File: config.mk
export PLATFORM = sky130hd
export DESIGN_NAME = kti_cell
export DESIGN_NICKNAME = d
export VERILOG_FILES = /design/src/design/kti_pkg.sv /design/src/design/kti_cell.sv
export SDC_FILE = /design/constraint.sdc
export NUM_CORES = 1
export LEC_CHECK = 0
export BUFFER_PORTS_ARGS = -buffer_cell sky130_fd_sc_hd__buf_2
export CAP_MARGIN = 20
export CELL_PAD_IN_SITES_DETAIL_PLACEMENT = 1
export CELL_PAD_IN_SITES_GLOBAL_PLACEMENT = 2
export CORE_AREA = 2 2 621 623
export DETAILED_ROUTE_END_ITERATION = 12
export DIE_AREA = 0 0 623 625
export PLACE_DENSITY = 0.31
export SLEW_MARGIN = 10
export SYNTH_ARGS = -nofsm -noshare
export SYNTH_HDL_FRONTEND = slang
export SYNTH_SLANG_ARGS = --single-unit
export TNS_END_PERCENT = 50
File: constraint.sdc
create_clock -name clk -period 4.7 [get_ports clk]
set_input_delay 0.47 -clock clk [delete_from_list [all_inputs] [get_ports clk]]
set_output_delay 0.47 -clock clk [all_outputs]
set_load 0.005 [all_outputs]
File: src/design/kti_pkg.sv
// Shared types and constants for the keyframe track interpolator.
package kti_pkg;

    // Key indexes are carried at the width of the largest supported track.
    localparam int unsigned IDX_W = 10;
    localparam int unsigned FRAC_ONE = 65536;

    typedef enum logic [1:0] {
        REG_FRAME_COUNT   = 2'd0,
        REG_CLIP_DURATION = 2'd1,
        REG_START_OFFSET  = 2'd2
    } reg_idx_t;

    typedef enum logic {
        CMD_WRITE = 1'b0,
        CMD_QUERY = 1'b1
    } cmd_t;

    typedef struct packed {
        logic [31:0]        ktime;
        logic signed [31:0] x;
        logic signed [31:0] y;
        logic signed [31:0] z;
    } entry_t;

    // Search token that moves one cell per cycle down the key chain.
    typedef struct packed {
        logic              valid;
        logic [31:0]       q;
        logic [31:0]       so;
        logic              found;
        logic [IDX_W-1:0]  f;
        entry_t            prev_e;
        entry_t            next_e;
        entry_t            last_e;
        logic              so_found;
        logic [IDX_W-1:0]  so_idx;
        entry_t            so_e;
        entry_t            e0;
    } token_t;

endpackage

File: src/design/kti_cell.sv
// One keyframe cell: holds one key and updates the passing search token.
module kti_cell #(
    parameter int unsigned IDX = 0
) (
    input  logic                       clk,
    input  logic                       rst_n,
    input  logic                       wr_en,
    input  kti_pkg::entry_t            wr_entry,
    input  logic [kti_pkg::IDX_W-1:0]  last_idx,
    input  kti_pkg::token_t            tok_in,
    output kti_pkg::token_t            tok_out
);
    import kti_pkg::*;

    localparam logic [IDX_W-1:0] MY_IDX = IDX_W'(IDX);

    entry_t entry_reg;
    token_t tok_reg;
    token_t tok_next;
    logic   in_range;

    assign in_range = (MY_IDX <= last_idx);

    always_comb
    begin
        tok_next        = tok_in;
        tok_next.last_e = entry_reg;
        if (MY_IDX == '0)
        begin
            tok_next.e0 = entry_reg;
        end
        if (!tok_in.found && in_range &&
            ((entry_reg.ktime > tok_in.q) || (MY_IDX == last_idx)))
        begin
            tok_next.found  = 1'b1;
            tok_next.f      = MY_IDX;
            tok_next.next_e = entry_reg;
            tok_next.prev_e = (MY_IDX == '0) ? entry_reg : tok_in.last_e;
        end
        if (!tok_in.so_found && in_range &&
            ((entry_reg.ktime > tok_in.so) || (MY_IDX == last_idx)))
        begin
            tok_next.so_found = 1'b1;
            tok_next.so_idx   = MY_IDX;
            tok_next.so_e     = entry_reg;
        end
    end

    always_ff @(posedge clk)
    begin
        if (wr_en)
        begin
            entry_reg <= wr_entry;
        end
    end

    always_ff @(posedge clk or negedge rst_n)
    begin
        if (!rst_n)
        begin
            tok_reg <= '0;
        end
        else
        begin
            tok_reg <= tok_next;
        end
    end

    assign tok_out = tok_reg;

endmodule

==> summary by stage <==
GRT
Entering global routing, the biggest net connects 97 pins. The via count of the first global-routing pass is 24000. Summed over all layers, the global routing overflow is 0.

For this run, global-route usage on met3 was measured as 3.84%. Global routing consumed, on the met2 layer, 19.7% of the routing resources. The busiest layer in global routing is met2. The number of antenna violations at the first check in global routing came to 108.

Across every metal layer, demand over resource in global routing totals 11.2%. The first global-routing pass estimated 279 mm of wire. Global routing consumed, on the met1 layer, 12.6% of the routing resources.

Clock tree
The number of buffers inserted by post-CTS setup repair is 0. The number of hold buffers added after CTS is 599. After clock tree synthesis, the clock-pin slew on the worst setup and hold paths is 0.07 ns.

The root buffer cell chosen for the clock tree is clkbuf_16. The clock net in this run drives a total of 727 sinks. The later pin in the worst-skew pair is clocked with a latency of 0.83 ns. The number of gates resized after CTS is 0. TritonCTS built the clock tree. The number of buffers on the longest clock path is 4. The H-tree was split into 3 levels.

Buffers inserted during clock tree synthesis total 106.

Synth
Counting every net in the synthesized netlist gives 2474. Counting distinct cell types in the post-synthesis netlist gives 39. The synthesized netlist devotes 1.19% of its cell area to compound gates. Each instance of the synthesized netlist takes up on average 17.3 sq um. During synthesis, Yosys emitted a total of 0 warnings. For this run, asynchronously set or reset flops after synthesis account for 82.4%. Of the post-synthesis cell area, the part taken by muxes is 17.7%. The simple logic cell fraction of the synthesized area is 1.70%. In this run the biggest area consumer among cell types represents 56.1% of the synthesized area. The share of the yosys chip area belonging to registers is 70.4%. The synthesized netlist devotes 3.00% of its cell area to adder and majority cells. In the synthesized netlist the dominant register cell turns out to be dfrtp_1.

Counting flops with a built-in enable in the synthesized netlist gives 128. Ranked by instance count, the synthesized netlist is headed by dfrtp_1 (599), mux2_2 (274), buf_4 (128), edfxtp_1 (128), mux2_4 (110). After synthesis, the largest family of logic cells by area is multiplexers. After synthesis the netlist holds a flip-flop and latch count of 727. dfrtp_1 is the most common cell in the netlist. After technology mapping, the gate count stands at 1542. The cell type with the highest aggregate area in the netlist is dfrtp_1. The total standard cell area after synthesis is 26700 sq um. Sorting the synthesized cells by area gives the leading types as dfrtp_1 (56%), edfxtp_1 (14%), mux2_2 (12%), mux2_4 (6.2%), buf_4 (3.6%). The synthesized netlist devotes 0% of its cell area to XOR and XNOR gates.

Finish
The area added between synthesis and finish is 82.5%. The register with the most flip-flops in the layout has 599 of them. In the final design database the tool counted 4405 nets. The post-route netlist has 54.9% of its cells at a drive strength greater than 1. The non-filler instance count after layout is 8662.

Placed design
Including well taps, the total number of placed cells is 7826. At the end of routability-driven placement, the weighted congestion stood at 0.795. The count of buffers inserted at the top-level ports is 1338. The placed wire-length estimate is 190 mm.

Timing
The hold violation total from the final report came to 0. Counting I/O delays and the setup requirement, the final critical path takes 3.88 ns. The worst path uses 82.5% of the clock period.

The slew of the pin with the lowest slew margin is 0.858 ns. For the final routed database, the setup TNS stands at 0 ns. Setup repair after global routing left no endpoint under its margin. The final number of max-transition violations was 0. The number of failing setup endpoints in the final timing report is 0. Based on the critical path, the design can be clocked at up to 258 MHz. The worst hold slack across all endpoints is 0.119 ns.

The clock arrives with 0.0549 ns of skew. Headroom to the max-slew limit came out at 42.8%.

Min path
The worst hold path belongs to the class in -> reg.

Floorplan
The die outline height is 625 um. After floorplanning, the core was divided into 228 placement rows. Once the floorplan was initialized, standard cells occupied 6.97% of the core. The horizontal extent of the die is 623 um. The full die area is 389000 sq um.

The total core area is 384000 sq um. In this run the count of I/O pins placed on the die edge is 1595.

Worst setup path
STA classifies the critical path endpoint as a flop. The critical path goes through ha_1 > nand4_1 > or4_4 > nor4_1 > a21oi_1 > o31ai_4 > buf_4 > mux2_2. The nature of the critical path startpoint is a flop. Broken down by cell family, the worst path's largest delay share belongs to simple AND/OR/NAND/NOR gates. STA puts the critical path data arrival time at 4.55 ns. The number of buffer and inverter instances along the worst setup path is 1. The type of the worst setup path is reg -> reg. On the worst path, the slowest cell contributes a delay of 0.66 ns.

The standard cell with the maximum stage delay on the critical path is or4_4. The required time of the worst setup path is 5.37 ns. Along the worst path, the maximum fanout reaches 17.

Detailed routing
The number of DRC violations after detailed routing is 0. The first routing iteration left 824 violations. The remaining antenna violation count after routing is 0. Detailed routing inserted a total of 21200 vias.

In the final routed layout, each cell accounts on average for 25.9 um. The first detailed-routing pass ran for 4 iterations. The via-per-instance ratio is 2.45.

The routed design has 224 mm of wire.

Power
The static power due to leakage is 21.2 nW. Net switching is 29.8% of the power. Dividing total power by cell area gives a power density of 390 nW/um^2. The fraction of power consumed by the clock network is 44.0%. Internal power comes to 0.0134 W.

Sequential cells account for 39.4% of the total power. The worst-case IR drop observed on VDD is 0.277 mV. After layout, the design draws a total of 0.0190 W. For this design the total switching power over the nets is 0.00567 W.

The share of total power dissipated in combinational logic is 16.7%.

Flow run
The tool flagged a number of max-cap violations equal to 0.

Outcome
The run finished with clean final reports.
==> worst register-to-register path: cells and delay by family (launching register included) <==
| kind | cells | cell delay (ns) |
|---|---|---|
| AOI/OAI and AO/OA | 2 | 0.44 |
| adders and majority gates | 1 | 0.42 |
| muxes | 1 | 0.40 |
| and+or+nand+nor | 3 | 1.34 |
| DFF | 1 | 0.61 |
| buffers and inverters | 1 | 0.53 |
==> final cells by class <==
| cell class | instances | area, sq um |
|---|---|---|
| inverter | 63 | 236 |
| clock buffer | 160 | 3180 |
| tap | 5060 | 6330 |
| sequential | 727 | 18800 |
| clock inverter | 35 | 354 |
| antenna | 42 | 105 |
| multi-input combinational | 580 | 6350 |
| fill | 44300 | 335000 |
| timing repair buffer | 1995 | 13400 |
==> routing by layer <==
| layer | share of wire, % | up-vias | wire length [um] |
|---|---|---|---|
| li1 | - | 9166 | - |
| met1 | 39 | 10800 | 86800 |
| met4 | 3.0 | 24 | 6740 |
| met3 | 7.7 | 276 | 17300 |
| met2 | 51 | 942 | 113000 |
| met5 | 0.060 | - | 135 |
==> power by group through the flow <==
stage	clock network, W	registers [W]	logic, W
6_report	0.00837	0.00749	0.00317
5_1_grt	0.00901	0.00756	0.00344
3_5_place_dp	0	0.00763	0.00283
2_1_floorplan	0	0.00739	0.000894
3_3_place_gp	0	0.00764	0.00285
4_1_cts	0.00885	0.00753	0.00336
==> metrics by stage <==
stage	area, sq um	worst slack, ns	utilization [%]
2_1_floorplan	26700	1.93	-
3_3_place_gp	39200	0.562	10.2
3_5_place_dp	39200	0.576	10.2
4_1_cts	48700	0.615	12.7
5_1_grt	48700	0.550	12.7
6_report	48800	0.821	12.7
==> cells by family (layout without fill, tap and decap cells) <==
family / after synthesis / in the layout
DFF: 727 / 727
muxes: 384 / 384
buffers and inverters: 235 / 2253
and+or+nand+nor: 81 / 81
adders and majority gates: 64 / 64
AOI/OAI and AO/OA: 51 / 51
other: 0 / 42
==> placed cells by master (no fill, tap or decap), types with 8 or more instances in the layout <==
cell type	n
a21oi_1	25
and2_1	10
buf_12	21
buf_2	1336
buf_4	37
clkbuf_1	26
clkbuf_16	110
clkbuf_8	24
clkinv_2	15
dfrtp_1	599
diode_2	42
dlygate4sd3_1	599
edfxtp_1	128
ha_1	64
inv_1	63
mux2_2	274
mux2_4	110
nand2_1	14
nand3_1	8
nand4_1	14
nor2_1	10
nor2b_1	12
==> final timing paths <==
path,start,endpoint,slack [ns],cells after the start
max in group asynchronous,rst_n,tok_out[515]$_DFF_PN0_,3.20,4
min reg2reg,entry_reg[22]$_DFFE_PP_,tok_out[22]$_DFF_PN0_,0.42,0
max,entry_reg[122]$_DFFE_PP_,tok_out[133]$_DFF_PN0_,0.82,8
min,wr_en,entry_reg[77]$_DFFE_PP_,0.12,1
min in group asynchronous,rst_n,tok_out[165]$_DFF_PN0_,0.23,2
max reg2reg,entry_reg[122]$_DFFE_PP_,tok_out[133]$_DFF_PN0_,0.82,8
Note: power is estimated with default switching activity, not from simulation.
