[config.mk]
export PLATFORM = sky130hd
export DESIGN_NAME = kti_divider
export DESIGN_NICKNAME = d
export VERILOG_FILES = /design/src/design/kti_pkg.sv /design/src/design/kti_divider.sv
export SDC_FILE = /design/constraint.sdc
export NUM_CORES = 1
export LEC_CHECK = 0
export BUFFER_PORTS_ARGS = -buffer_cell sky130_fd_sc_hd__buf_2
export CORE_MARGIN = 1
export CORE_UTILIZATION = 55
export DETAILED_ROUTE_END_ITERATION = 10
export PLACE_DENSITY = 0.79
export SYNTH_ARGS = -nofsm -noshare
export SYNTH_HDL_FRONTEND = slang
export SYNTH_SLANG_ARGS = --single-unit
[constraint.sdc]
create_clock -name clk -period 3.7 [get_ports clk]
set_input_delay 0.74 -clock clk [delete_from_list [all_inputs] [get_ports clk]]
set_output_delay 0.74 -clock clk [all_outputs]
set_load 0.005 [all_outputs]
[src/design/kti_pkg.sv]
// Shared types and constants for the keyframe track interpolator.
package kti_pkg;

    // Key indexes are carried at the width of the largest supported track.
    localparam int unsigned IDX_W = 10;
    localparam int unsigned FRAC_ONE = 65536;

    typedef enum logic [1:0] {
        REG_FRAME_COUNT   = 2'd0,
        REG_CLIP_DURATION = 2'd1,
        REG_START_OFFSET  = 2'd2
    } reg_idx_t;

    typedef enum logic {
        CMD_WRITE = 1'b0,
        CMD_QUERY = 1'b1
    } cmd_t;

    typedef struct packed {
        logic [31:0]        ktime;
        logic signed [31:0] x;
        logic signed [31:0] y;
        logic signed [31:0] z;
    } entry_t;

    // Search token that moves one cell per cycle down the key chain.
    typedef struct packed {
        logic              valid;
        logic [31:0]       q;
        logic [31:0]       so;
        logic              found;
        logic [IDX_W-1:0]  f;
        entry_t            prev_e;
        entry_t            next_e;
        entry_t            last_e;
        logic              so_found;
        logic [IDX_W-1:0]  so_idx;
        entry_t            so_e;
        entry_t            e0;
    } token_t;

endpackage

[src/design/kti_divider.sv]
// Restoring divider giving a 16-bit fraction of two 32-bit values, one bit a cycle.
module kti_divider (
    input  logic        clk,
    input  logic        rst_n,
    input  logic        start,
    input  logic [31:0] dividend,
    input  logic [31:0] divisor,
    output logic        done,
    output logic [15:0] quotient
);
    import kti_pkg::*;

    logic        busy_reg, busy_next;
    logic [4:0]  cnt_reg, cnt_next;
    logic [31:0] rem_reg, rem_next;
    logic [31:0] div_reg, div_next;
    logic [15:0] quo_reg, quo_next;
    logic [32:0] shifted;

    assign shifted = {rem_reg, 1'b0};

    always_comb
    begin
        busy_next = busy_reg;
        cnt_next  = cnt_reg;
        rem_next  = rem_reg;
        div_next  = div_reg;
        quo_next  = quo_reg;
        if (start)
        begin
            busy_next = 1'b1;
            cnt_next  = 5'd0;
            rem_next  = dividend;
            div_next  = divisor;
        end
        else if (busy_reg)
        begin
            if (shifted >= {1'b0, div_reg})
            begin
                rem_next = 32'(shifted - {1'b0, div_reg});
                quo_next = {quo_reg[14:0], 1'b1};
            end
            else
            begin
                rem_next = shifted[31:0];
                quo_next = {quo_reg[14:0], 1'b0};
            end
            cnt_next = cnt_reg + 5'd1;
            if (cnt_reg == 5'd15)
            begin
                busy_next = 1'b0;
            end
        end
    end

    always_ff @(posedge clk or negedge rst_n)
    begin
        if (!rst_n)
        begin
            busy_reg <= 1'b0;
            cnt_reg  <= '0;
        end
        else
        begin
            busy_reg <= busy_next;
            cnt_reg  <= cnt_next;
        end
    end

    always_ff @(posedge clk)
    begin
        rem_reg <= rem_next;
        div_reg <= div_next;
        quo_reg <= quo_next;
    end

    assign done     = busy_reg && (cnt_reg == 5'd15);
    assign quotient = quo_next;

endmodule

==> metrics.md, run 1 <==
| Metric | Value |
|---|---|
| Status | `complete, no violations` |
| R2R Path End | `rem_reg[31]$_DFFE_PP_` |
| Initial antenna violation count | `0` |
| Commonest cells in the netlist | `edfxtp_1, nand2_1, a21oi_1` |
| Antenna Nets Post-Route | `0` |
| Layout Nets | `702` |
| Vias/cell | `5.63` |
| Synth-to-layout area growth | `14.7%` |
| Total iterations of the first detailed-routing run | `5` |
| Final period util | `a little over nine tenths` |
| R2r startpoint | `rem_reg[3]$_DFFE_PP_` |
| Final Slew Violations | `0` |
| Register area share after synthesis | `44.9%` |
| XOR/XNOR Fraction of Synth Area | `5.10%` |
| Yosys warning count | `0` |
| 1st-iter DRT viols | `226` |
| Leakage dissipation | `around 2.7 nW` |
| Max-cap violation count | `0` |
| Worst Hold Class | `input pin to asynchronous set/reset pin` |
| Primary FF master, synth | `edfxtp_1` |
| Crit path arrival time | `2.85 ns` |
| Crit-path slowest cell | `edfxtp_1` |
| Mux contribution to synthesized area | `between 7 and 8%` |
| Post-synth EDFFs | `64` |
| PortBufs | `83` |
| Most common cell in the synthesized netlist | `edfxtp_1` |
| Design Power | `around 5.4 mW` |
| Longest Clk Path Bufs | `2` |
| Core Util, Final | `between 60 and 70%` |
| Pwr dens | `approximately 890 nW/um2` |
| Synth cell types | `64` |
| Post-Synth Adder-Cell Area | `8.36%` |
| First-pass GRT wire length | `18700 um` |
| # diodes | `0` |
| Slowest cell delay on critical path | `0.45 ns` |
| Area fraction of the dominant cell type after synthesis | `36.1%` |
| Critical Path Start Type | `flip-flop` |
| Pre-CTS setup slack | `0.415 ns` |
| Final setup vio count | `0` |
| Final min period | `approximately 3.6 ns` |
| Simple-gate share of the synthesized area | `between 10% and 20%` |
| Clock transition at path regs | `around 0.11 ns` |
| Synthesized Nets | `between 600 and 700` |
| Worst path top cell family by delay | `simple AND/OR/NAND/NOR gates` |
| Slew margin rel. | `a little over half` |
| Final instance area | `6110 um2` |
| Worst-Skew Late Latency | `between 0.3 and 0.4 ns` |
| H-Tree Depth | `3` |
| TritonCTS Buffers | `9` |
| Hold WS | `about 0.15 ns` |
| Overflow after GRT | `0` |
| Initial cell density of the core | `57.1%` |
| Final worst slack | `0.114 ns` |
| Largest net degree at the start of global routing | `50` |
| HPWL after DPL | `~8500 um` |
| Postcts setup bufs | `0` |
| Synth Instances | `between 500 and 600` |
| Die area | `between 10000 and 15000 um2` |
| Worst path bufs/invs | `1` |
| FF+latch count, synth | `86` |
| Via count | `~4.1k` |
| CTS root buf | `clkbuf_8` |
| Area contributors post-synth | `edfxtp_1, ha_1, dfxtp_1` |
| Req. time, crit path | `2.96 ns` |
| Vias in the first global route | `4018` |
| Asr flop ratio synth | `6.98%` |
| CTS tree | `done` |
| I/O pin count | `84` |
| CP cell instances | `ha_4, and3_4, and3_4, and4_4, a2111oi_4, nand3b_4, a31oi_4, nor2_4, mux2_2, buf_2` |
| Skew final | `around 0.023 ns` |
| CP Capture Type | `output port` |
| Cells on worst reg2reg path | `11` |
| Main combinational cell family by area after synthesis | `compound AO/OA/AOI/OAI gates` |
| CTS sink cnt | `86` |
| Compound-Gate Fraction of Synth Area | `between 10% and 20%` |
| Setup CP Type | `flip-flop to output port` |
| CP Max Fanout | `6` |
| Layout cells sized above 1 | `24.5%` |
| CP most frequent cell | `and3_4` |
| # rows | `35` |
| Fin. Hold Viols | `0` |
| Die height | `100 um` |
| Worst vdd ir | `approximately 0.48 mV` |
| Die width | `100 um` |
| GRT Util Overall | `a little under a quarter` |
| Largest area contributor in the netlist | `edfxtp_1` |
| Avg WL per Cell | `15.9 um` |
| Placed Area | `between 5000 and 6000 um2` |
| Gpl congestion | `roughly 0.91` |
| Post-synthesis instance area | `~5300 um2` |
| Detailed Route WL | `approximately 12000 um` |
| FMAX | `~280 MHz` |
| Reg2reg setup slack | `0.60 ns` |
| CORE AREA | `~9300 um2` |
| Tightest Pin Transition | `about 0.70 ns` |
| Syn_area_per_cell | `roughly 10 um2` |
| DRC | `0` |
cell families after synthesis:
| group | count (synthesis) |
|---|---|
| adder cells (fa/ha/maj) | 35 |
| multiplexers | 37 |
| flip-flops | 86 |
| buffers and inverters | 61 |
| AO/OA/AOI/OAI | 145 |
| AND/OR/NAND/NOR | 124 |
| XOR/XNOR | 31 |
worst reg2reg max path: stages (launching register included):
cell      delay [ns]
edfxtp_1        0.41
ha_1            0.37
nand2_1         0.10
a211o_1         0.33
a21oi_2         0.21
a31oi_2         0.16
o211ai_2        0.28
a31oi_4         0.14
nor2_4          0.13
buf_4           0.37
mux2i_1         0.29
o21ai_1         0.09
how the worst max path moves through the flow:
stage / start / to / slack (ns) / cells after the start
2_1_floorplan: rem_reg[9]$_DFFE_PP_ / quotient[0] / 0.43 / 10
3_3_place_gp: rem_reg[9]$_DFFE_PP_ / quotient[0] / 0.47 / 10
3_5_place_dp: rem_reg[9]$_DFFE_PP_ / quotient[0] / 0.42 / 10
4_1_cts: rem_reg[10]$_DFFE_PP_ / quotient[0] / 0.004 / 10
5_1_grt: rem_reg[11]$_DFFE_PP_ / quotient[0] / -0.006 / 10
6_report: rem_reg[10]$_DFFE_PP_ / quotient[0] / 0.11 / 10
cells in the final DEF, fill, tap and decap left out, drive strengths merged, types with 6 or more instances in the layout:
cell,netlist,layout
dfrtp,6,6
dfxtp,16,16
clkbuf,12,9
and3,7,7
nand3,8,8
nor3,11,11
nor2,27,27
nand2,45,45
o21ai,47,47
ha,34,34
a31oi,7,7
xnor2,18,18
a21oi,43,43
o31ai,6,6
edfxtp,64,64
xor2,13,13
a21o,12,12
buf,9,91
o21a,6,6
mux2i,19,19
inv,39,42
mux2,18,18
layer usage:
layer / vias to the layer above / global-route usage [%] / part of all wire (%)
li1: 2042 / - / -
met2: 141 / 40.4 / 48
met3: 15 / 5.36 / 5.6
met4: 0 / 7.69 / 1.3
met5: - / 0 / 0
met1: 1932 / 30.3 / 45
timing repair:
| action | in CTS | in global routing |
|---|---|---|
| pin swaps | 0 | 2 |
| hold buffers | 0 | 0 |
| resized for setup | 1 | 8 |
| setup endpoints to repair | 1 | 1 |
per-stage QoR:
stage	instances	TNS [ns]
2_1_floorplan	519	0
3_3_place_gp	718	0
3_5_place_dp	718	0
4_1_cts	734	0
5_1_grt	734	-0.00598
6_report	734	0
cell type report:
class	count	area [um2]
fillers	754	3220
inverters	40	150
clock inverters	7	78.8
well taps	129	161
clock buffers	9	124
flip-flops and latches	86	2390
repair buffers	91	475
multi-input cells	372	2730
power breakdown:
| group | internal [mW] | switching, mW |
|---|---|---|
| Sequential | 1.41 | 0.178 |
| Clock | 0.267 | 0.407 |
| Combinational | 1.40 | 1.75 |
| Total | 3.08 | 2.34 |
No activity file was read; power rests on OpenSTA's default activity.
==> run 2, diff against run 1 <==
--- a/config.mk
+++ b/config.mk
@@ -7,9 +7,9 @@
 export LEC_CHECK = 0
 export BUFFER_PORTS_ARGS = -buffer_cell sky130_fd_sc_hd__buf_2
 export CORE_MARGIN = 1
-export CORE_UTILIZATION = 55
+export CORE_UTILIZATION = 57
 export DETAILED_ROUTE_END_ITERATION = 10
-export PLACE_DENSITY = 0.79
+export PLACE_DENSITY = 0.81
 export SYNTH_ARGS = -nofsm -noshare
 export SYNTH_HDL_FRONTEND = slang
 export SYNTH_SLANG_ARGS = --single-unit
==> metrics.md, run 2 (synthesized netlist as in run 1, its figures left out) <==
| Metric | Value |
|---|---|
| Tightest Pin Transition | `0.914 ns` |
| Vias in the first global route | `between 4k and 5k` |
| TritonCTS Buffers | `9` |
| CP most frequent cell | `and3_4` |
| Final Slew Violations | `0` |
| Layout cells sized above 1 | `24.8%` |
| Most frequent cells in the layout | `buf_2, edfxtp_1, nand2_1, a21oi_1, inv_1` |
| Largest net degree at the start of global routing | `88` |
| Leakage dissipation | `2.69 nW` |
| Overflow after GRT | `0` |
| Hold WS | `~0.16 ns` |
| Die area | `9740 um2` |
| Vias/cell | `~5.8` |
| CTS root buf | `clkbuf_8` |
| # rows | `34` |
| Status | `complete, no violations` |
| Clock transition at path regs | `approximately 0.1 ns` |
| Area of the multi-input gates | `between 2000 and 3000 um2` |
| Setup CP Type | `flip-flop to output port` |
| Longest Clk Path Bufs | `2` |
| Critical Path Start Type | `flip-flop` |
| PortBufs | `83` |
| Final setup vio count | `0` |
| Core Util, Final | `just under 70%` |
| Final min period | `3.59 ns` |
| Skew final | `between 0.015 and 0.02 ns` |
| H-Tree Depth | `3` |
| Final worst slack | `between 0.1 and 0.15 ns` |
| R2R Path End | `rem_reg[28]$_DFFE_PP_` |
| Worst path bufs/invs | `1` |
| Antenna Nets Post-Route | `0` |
| Synth-to-layout area growth | `13.8%` |
| DRC | `0` |
| Cells on worst reg2reg path | `10` |
| Crit-path slowest cell | `edfxtp_1` |
| GRT Util Overall | `roughly a quarter` |
| Reg2reg setup slack | `0.55 ns` |
| R2r startpoint | `rem_reg[6]$_DFFE_PP_` |
| Worst path top cell family by delay | `simple AND/OR/NAND/NOR gates` |
| Commonest non-fill, non-tap cell in the layout | `buf_2` |
| Die width | `98.7 um` |
| # diodes | `0` |
| Worst-Skew Late Latency | `0.38 ns` |
| Detailed Route WL | `11900 um` |
| Via count | `4162` |
| Worst vdd ir | `between 0.5 and 0.6 mV` |
| Fin. Hold Viols | `0` |
| First-pass GRT wire length | `19500 um` |
| Gpl congestion | `0.929` |
| FMAX | `279 MHz` |
| CTS tree | `done` |
| Initial cell density of the core | `59.9%` |
| CTS sink cnt | `86` |
| Worst Hold Class | `input pin to asynchronous set/reset pin` |
| Initial antenna violation count | `0` |
| CP Max Fanout | `6` |
| Req. time, crit path | `between 2 and 3 ns` |
| Final period util | `a little over nine tenths` |
| CP cell instances | `ha_4, and3_4, and3_4, and4_4, a2111oi_4, nand3b_2, a31oi_4, nor2_4, mux2_2, buf_2` |
| Pwr dens | `between 800 and 900 nW/um2` |
| Die height | `a little under 100 um` |
| Max-cap violation count | `0` |
| Slowest cell delay on critical path | `~0.46 ns` |
| Pre-CTS setup slack | `~0.38 ns` |
| Reg area | `roughly 2400 um2` |
| 1st-iter DRT viols | `239` |
| Avg WL per Cell | `about 17 um` |
| HPWL after DPL | `roughly 8600 um` |
| Slew margin rel. | `39.0%` |
| CP Capture Type | `output port` |
| Total iterations of the first detailed-routing run | `5` |
| Crit path arrival time | `2.85 ns` |
| I/O pin count | `84` |
| CORE AREA | `between 8000 and 9000 um2` |
| Fillers | `just under 700` |
| Layout Nets | `702` |
run 2: cell count changes in the layout (fill, tap and decap cells not counted), moves of 2 or more:
cell | before | now
clkinv_8 | 2 | 0
ha_1 | 29 | 27
inv_6 | 0 | 2
inv_8 | 2 | 0
ha_2 | 2 | 4
run 2: where the power goes:
part	internal, mW	switching [mW]
clock	0.270	0.360
combinational	1.41	1.77
sequential	1.41	0.183
run 2: per-stage QoR:
| step | cell area, um2 | power [mW] | setup TNS, ns | std cells |
|---|---|---|---|---|
| floorplan | 5330 | 4.00 | 0 | 519 |
| global placement | 5820 | 4.57 | 0 | 696 |
| detailed placement | 5820 | 4.68 | 0 | 696 |
| CTS | 6020 | 5.35 | 0 | 712 |
| global route | 6060 | 5.80 | -0.00817 | 713 |
| finish | 6060 | 5.40 | 0 | 713 |
run 2: layer usage:
| layer | vias to the layer above | share of wire [%] | track usage (%) |
|---|---|---|---|
| li1 | 2050 | - | - |
| met1 | 1935 | 43 | 31.4 |
| met2 | 157 | 49 | 43.6 |
| met3 | 20 | 6.4 | 6.24 |
| met4 | 0 | 1.9 | 11.1 |
| met5 | - | 0 | 0 |
run 2: how the worst max path moves through the flow:
stage                                      from  cells after the start     endpoint
after floorplan            rem_reg[9]$_DFFE_PP_                     10  quotient[0]
after global placement     rem_reg[9]$_DFFE_PP_                     10  quotient[0]
after detailed placement   rem_reg[9]$_DFFE_PP_                     10  quotient[0]
after CTS                  rem_reg[9]$_DFFE_PP_                     10  quotient[0]
after global routing      rem_reg[12]$_DFFE_PP_                     10  quotient[0]
final                      rem_reg[9]$_DFFE_PP_                     10  quotient[0]
run 2: layout make-up:
class,count,share of cell area (%)
clock buffer,11,2.33
clock inverter,5,0.681
inverter,40,2.48
multi-input combinational,372,45.0
sequential,86,39.4
tap,108,2.23
timing repair buffer,91,7.84
run 2: what timing repair did:
item                       CTS  global route
buffers inserted             0             1
gates resized for setup      3             8
setup endpoints to repair    1             1
pin swaps                    0             1
hold buffers                 0             0
